<file path="src/rtl/core/assert_macros.svh">
// Assertion macros shared by the gradient table RTL.
`ifndef ASSERT_MACROS_SVH
`define ASSERT_MACROS_SVH

// Same-cycle implication, sampled on clk_i, off during reset.
`define GLF_ASSERT_NOW(lbl, ante, cons, msg) \
  lbl: assert property (@(posedge clk_i) disable iff (!rst_ni) (ante) |-> (cons)) \
    else $error(msg);

// Next-cycle implication, sampled on clk_i, off during reset.
`define GLF_ASSERT_NXT(lbl, ante, cons, msg) \
  lbl: assert property (@(posedge clk_i) disable iff (!rst_ni) (ante) |=> (cons)) \
    else $error(msg);

`endif

</file>
<file path="src/rtl/core/glf_pkg.sv">
// Package: commands, constants and premultiply helper for the gradient table.
package glf_pkg;

  localparam int OFFSET_W = 17;
  localparam int COLOR_W  = 32;
  localparam int INDEX_W  = 10;
  localparam int LUT_W    = 11;
  localparam int DVD_W    = 31;

  localparam logic [LUT_W-1:0]    LUT_SIZE_RST = 11'd256;
  localparam logic [OFFSET_W-1:0] OFFSET_ONE   = 17'h10000;
  localparam logic [31:0]         HALF_STEP    = 32'h0040_0000;

  typedef enum logic [1:0] {
    CMD_ADD    = 2'd0,
    CMD_FINISH = 2'd1,
    CMD_READ   = 2'd2,
    CMD_NONE   = 2'd3
  } cmd_e;

  // x * a / 255 with rounding, per color channel
  function automatic logic [7:0] mul_chan(input logic [7:0] x, input logic [7:0] a);
    logic [15:0] t;
    logic [15:0] u;
    t = 16'(x) * 16'(a) + 16'h0080;
    u = t + {8'h00, t[15:8]};
    return u[15:8];
  endfunction

  function automatic logic [31:0] premul(input logic [31:0] c);
    logic [7:0] a;
    a = c[31:24];
    return {a, mul_chan(c[23:16], a), mul_chan(c[15:8], a), mul_chan(c[7:0], a)};
  endfunction

endpackage

</file>
<file path="src/rtl/core/glf_div.sv">
// Serial restoring divider, one quotient bit per cycle.
`include "assert_macros.svh"

module glf_div #(
  parameter int DVW = 10
) (
  input  logic                      clk_i,
  input  logic                      rst_ni,
  input  logic                      start_i,
  input  logic [glf_pkg::DVD_W-1:0] dividend_i,
  input  logic [DVW-1:0]            divisor_i,
  output logic [glf_pkg::DVD_W-1:0] quotient_o,
  output logic                      done_o
);
  import glf_pkg::*;

  localparam int CW = $clog2(DVD_W);

  logic             busy_q;
  logic             done_q;
  logic [CW-1:0]    cnt_q;
  logic [DVW-1:0]   rem_q;
  logic [DVD_W-1:0] dvd_q;
  logic [DVD_W-1:0] quo_q;
  logic [DVW:0]     rem_sh;
  logic             ge;
  logic [DVW:0]     rem_sub;

  assign rem_sh  = {rem_q, dvd_q[DVD_W-1]};
  assign ge      = rem_sh >= {1'b0, divisor_i};
  assign rem_sub = rem_sh - {1'b0, divisor_i};

  always_ff @(posedge clk_i or negedge rst_ni) begin
    if (!rst_ni) begin
      busy_q <= 1'b0;
      done_q <= 1'b0;
      cnt_q  <= '0;
      rem_q  <= '0;
      dvd_q  <= '0;
      quo_q  <= '0;
    end else begin
      done_q <= 1'b0;
      if (start_i) begin
        busy_q <= 1'b1;
        cnt_q  <= CW'(DVD_W - 1);
        rem_q  <= '0;
        dvd_q  <= dividend_i;
      end else if (busy_q) begin
        rem_q <= ge ? rem_sub[DVW-1:0] : rem_sh[DVW-1:0];
        quo_q <= {quo_q[DVD_W-2:0], ge};
        dvd_q <= {dvd_q[DVD_W-2:0], 1'b0};
        cnt_q <= cnt_q - 1'b1;
        if (cnt_q == '0) begin
          busy_q <= 1'b0;
          done_q <= 1'b1;
        end
      end
    end
  end

  assign quotient_o = quo_q;
  assign done_o     = done_q;

  `GLF_ASSERT_NOW(a_start_idle, start_i, !busy_q, "divider started while busy")
  `GLF_ASSERT_NOW(a_rem_below, busy_q && divisor_i != '0, rem_q < divisor_i,
                  "remainder not below divisor")
  `GLF_ASSERT_NXT(a_done_idle, done_q, !done_q, "done held over two cycles")

endmodule
</file>
<file path="config.mk">
export PLATFORM = sky130hd
export DESIGN_NAME = glf_div
export DESIGN_NICKNAME = d
export VERILOG_FILES = /design/src/rtl/core/glf_pkg.sv /design/src/rtl/core/glf_div.sv
export VERILOG_INCLUDE_DIRS = /design/src /design/src/rtl/core
export SDC_FILE = /design/constraint.sdc
export NUM_CORES = 1
export LEC_CHECK = 0
export CAP_MARGIN = 0
export CORE_MARGIN = 2
export CORE_UTILIZATION = 30
export CTS_CLUSTER_SIZE = 20
export DETAILED_ROUTE_END_ITERATION = 10
export DONT_BUFFER_PORTS = 1
export PLACE_DENSITY = 0.42
export SLEW_MARGIN = 5
export SYNTH_ARGS = -nofsm -noshare
export SYNTH_HDL_FRONTEND = slang
export SYNTH_SLANG_ARGS = --single-unit
</file>
<file path="constraint.sdc">
create_clock -name clk_i -period 5.6 [get_ports clk_i]
set_clock_uncertainty 0.2 [all_clocks]
set_input_delay 0.28 -clock clk_i [delete_from_list [all_inputs] [get_ports clk_i]]
set_output_delay 0.28 -clock clk_i [all_outputs]
set_load 0.02 [all_outputs]
</file>
==> impl_metrics.py <==
metrics = {
    "setup_path": {
        "required_ns": 5.64,
        "startpoint_type": "register",
        "criticalPathCategory": "register to register",
        "cp_num_buf_inv": 1,
        "timing.rr.start": "busy_q",
        "critPathTopFamily": "flip-flops",
        "worst_setup_path_end_kind": "register",
        "rr_endpoint": "rem_q[3]",
        "critPathMaxFanout": 40,
        "crit_arrival_ns": 2.63,
        "reg2reg_slack_ns": 3.00,
        "path_cells": "nand2b_1 > buf_4 > nor3_1 > nand3_1 > o221ai_1",
        "critPathMaxStageDelay_ns": 1.01,
        "crit_slowest_cell": "dfrtp_2",
        "r2r_cells": 5,
    },
    "clocking": {
        "worstSkewPairLatency_ns": 0.33,
        "h-tree-depth": 3,
        "numClockSinks": 79,
        "cts_tree": "built",
        "post_cts_buffers": 0,
        "numCtsBuffers": 9,
        "root_buffer": "clkbuf_16",
        "cts_buffer_depth": 2,
        "clkTransAtPathRegs_ns": 0.06,
    },
    "timing": {
        "whs_ns": 0.08471,
        "final-hold-violation-count": 0,
        "post-route-min-period_ns": 2.597,
        "relSlewSlack": 0.2474,
        "tightestPinTransition_ns": 1.124,
        "fin_crit_sh": 0.4637,
        "final.setup.tns_ns": 0,
        "slew_violations": 0,
        "timing.fmax_mhz": 385.1,
        "setup_viol": 0,
        "setup_slack_ns": 3.003,
        "rsz0062_at_grt": "false",
    },
    "final_layout": {
        "fin_nets": 495,
        "fillCellCount": 1299,
        "design_area_um2": 4667,
        "final_cell_mix": "nand2_1 (135), dfrtp_1 (78), o21ai_0 (35), dlygate4sd3_1 (32), mux2i_1 (30)",
        "antennaDiodeCount": 0,
        "layout_commonest_cell": "nand2_1",
        "utilization": 0.3698,
        "drive_gt1_frac": 0.06321,
        "syn_to_final_growth_pct": 19.97,
    },
    "place": {
        "place_congestion": 0.7268,
        "place_area_um2": 4023,
        "io_buffers": 0,
        "pre_cts_ws_ns": 2.991,
        "hpwlAfterDp_um": 5340,
    },
    "route": {
        "drtAntennaViolNets": 0,
        "wl_um": 8320,
        "wl_per_cell_um": 13.53,
        "drc_errors": 0,
        "detail_route.iter0.violations": 139,
        "vias_per_cell": 4.621,
        "vias": 2842,
        "drt-pass1-iter-count": 4,
    },
    "logic_synthesis": {
        "async_reset_ff_frac": 1.000,
        "syn_avg_cell_area_um2": 9.419,
        "synth-edff-count": 0,
        "synth-main-ff-cell": "dfrtp_1",
        "yosys_warnings": 0,
        "yosys_register_bits": 79,
        "synth_cell_types": 44,
        "ys_seq_area_frac": 0.5082,
        "synthCells": 413,
        "synthesis.nets": 470,
        "netlist_area_um2": 3890,
    },
    "hold_path": {
        "hold_class": "input pin to register",
        "whs_endpoint": "rem_q[0]",
        "min_path_cells": 2,
        "min_from": "divisor_i[0]",
    },
    "floorplan": {
        "die_h_um": 117.9,
        "io_pins": 76,
        "die_x_um": 117.9,
        "coreArea_um2": 12620,
        "start_util": 0.3082,
        "die-area_um2": 13890,
        "rows": 41,
    },
    "run_status": {
        "status": "complete, no violations",
    },
    "grt": {
        "grt_pass1_vias": 2840,
        "grt_first_pass_wirelength_um": 14630,
        "antenna_found_initial": 0,
        "grt_overflow": 0,
        "grt_max_degree": 80,
        "grt_usage": 0.1297,
    },
    "power": {
        "ir_drop_mv": 0.1624,
        "p_per_area_nw_per_um2": 295.3,
        "p_leak_nw": 2.407,
    },
    "flow_run": {
        "drv_cap": 0,
    },
}
==> synthesized netlist by cell type (3+ instances only) <==
| cell type | n | share of area |
|---|---|---|
| a21oi_1 | 6 | 0.0077 |
| a221o_1 | 4 | 0.010 |
| and2_1 | 4 | 0.0064 |
| buf_2 | 3 | 0.0039 |
| clkbuf_1 | 15 | 0.014 |
| dfrtp_1 | 79 | 0.51 |
| ha_1 | 12 | 0.039 |
| inv_1 | 18 | 0.017 |
| mux2i_1 | 30 | 0.077 |
| nand2_1 | 135 | 0.13 |
| nand2b_1 | 10 | 0.016 |
| nand3_1 | 3 | 0.0039 |
| nand4_1 | 3 | 0.0048 |
| nor2_1 | 8 | 0.0077 |
| nor3_1 | 3 | 0.0039 |
| o211ai_1 | 5 | 0.0097 |
| o21ai_0 | 35 | 0.045 |
| o221ai_1 | 3 | 0.0068 |
| xnor2_1 | 5 | 0.011 |
| xor2_1 | 4 | 0.0090 |
==> kinds of logic after synthesis <==
| logic type | after synthesis | share of synthesized area |
|---|---|---|
| and+or+nand+nor | 175 | 0.1920 |
| DFF | 79 | 0.5082 |
| AOI/OAI and AO/OA | 68 | 0.1171 |
| buffers and inverters | 39 | 0.04149 |
| muxes | 30 | 0.07720 |
| adders and majority gates | 13 | 0.04374 |
| xor gates and xnor gates | 9 | 0.02026 |
==> registers in the layout, summed over array words and instances (netlist names) <==
name / flops
quotient_o: 31
done_o: 1
busy_q: 1
cnt_q: 5
dvd_q: 31
rem_q: 10
==> per-stage QoR <==
stage,power (mW),cells
6_report,1.378,615
5_1_grt,1.465,615
4_1_cts,1.407,615
3_5_place_dp,0.8118,565
3_3_place_gp,0.8108,565
2_1_floorplan,0.7838,413
==> worst max-delay path by stage <==
stage / cells after the start / endpoint / slack, ns / startpoint
finish: 5 / rem_q[3] / 3.00 / busy_q
global route: 3 / quotient_o[27] / 2.71 / busy_q
CTS: 3 / quotient_o[30] / 2.97 / busy_q
detailed placement: 3 / quotient_o[5] / 2.99 / busy_q
global placement: 3 / quotient_o[1] / 2.99 / busy_q
floorplan: 7 / rem_q[6] / 3.43 / rem_q[4]
==> power breakdown <==
part / internal [mW] / total (mW) / switching, mW
clock: 0.312 / 0.540 / 0.229
combinational: 0.0758 / 0.170 / 0.0947
sequential: 0.614 / 0.667 / 0.0532
total: 1.00 / 1.38 / 0.377
==> layer usage <==
metal / up-vias / global-route usage / wire length, um
met5: - / 0 / 0
met4: 0 / 0.03840 / 97
met3: 8 / 0.03828 / 367
met2: 64 / 0.2031 / 3983
met1: 1333 / 0.1738 / 3871
li1: 1437 / - / -
==> area by class of cell <==
cell class                 count  area (um^2)  area share
timing repair buffer          35        375.4     0.08043
tap                          172        215.2     0.04611
sequential                    79         1978      0.4239
clock inverter                 5        33.78    0.007239
multi-input combinational    295         1754      0.3759
inverter                      18        67.56     0.01448
clock buffer                  11        242.7     0.05201
==> what timing repair did <==
action	in CTS	in global routing
resized for setup	0	0
endpoints found under the hold margin	116	0
hold buffers	34	0
Note: power is estimated with default switching activity, not from simulation.
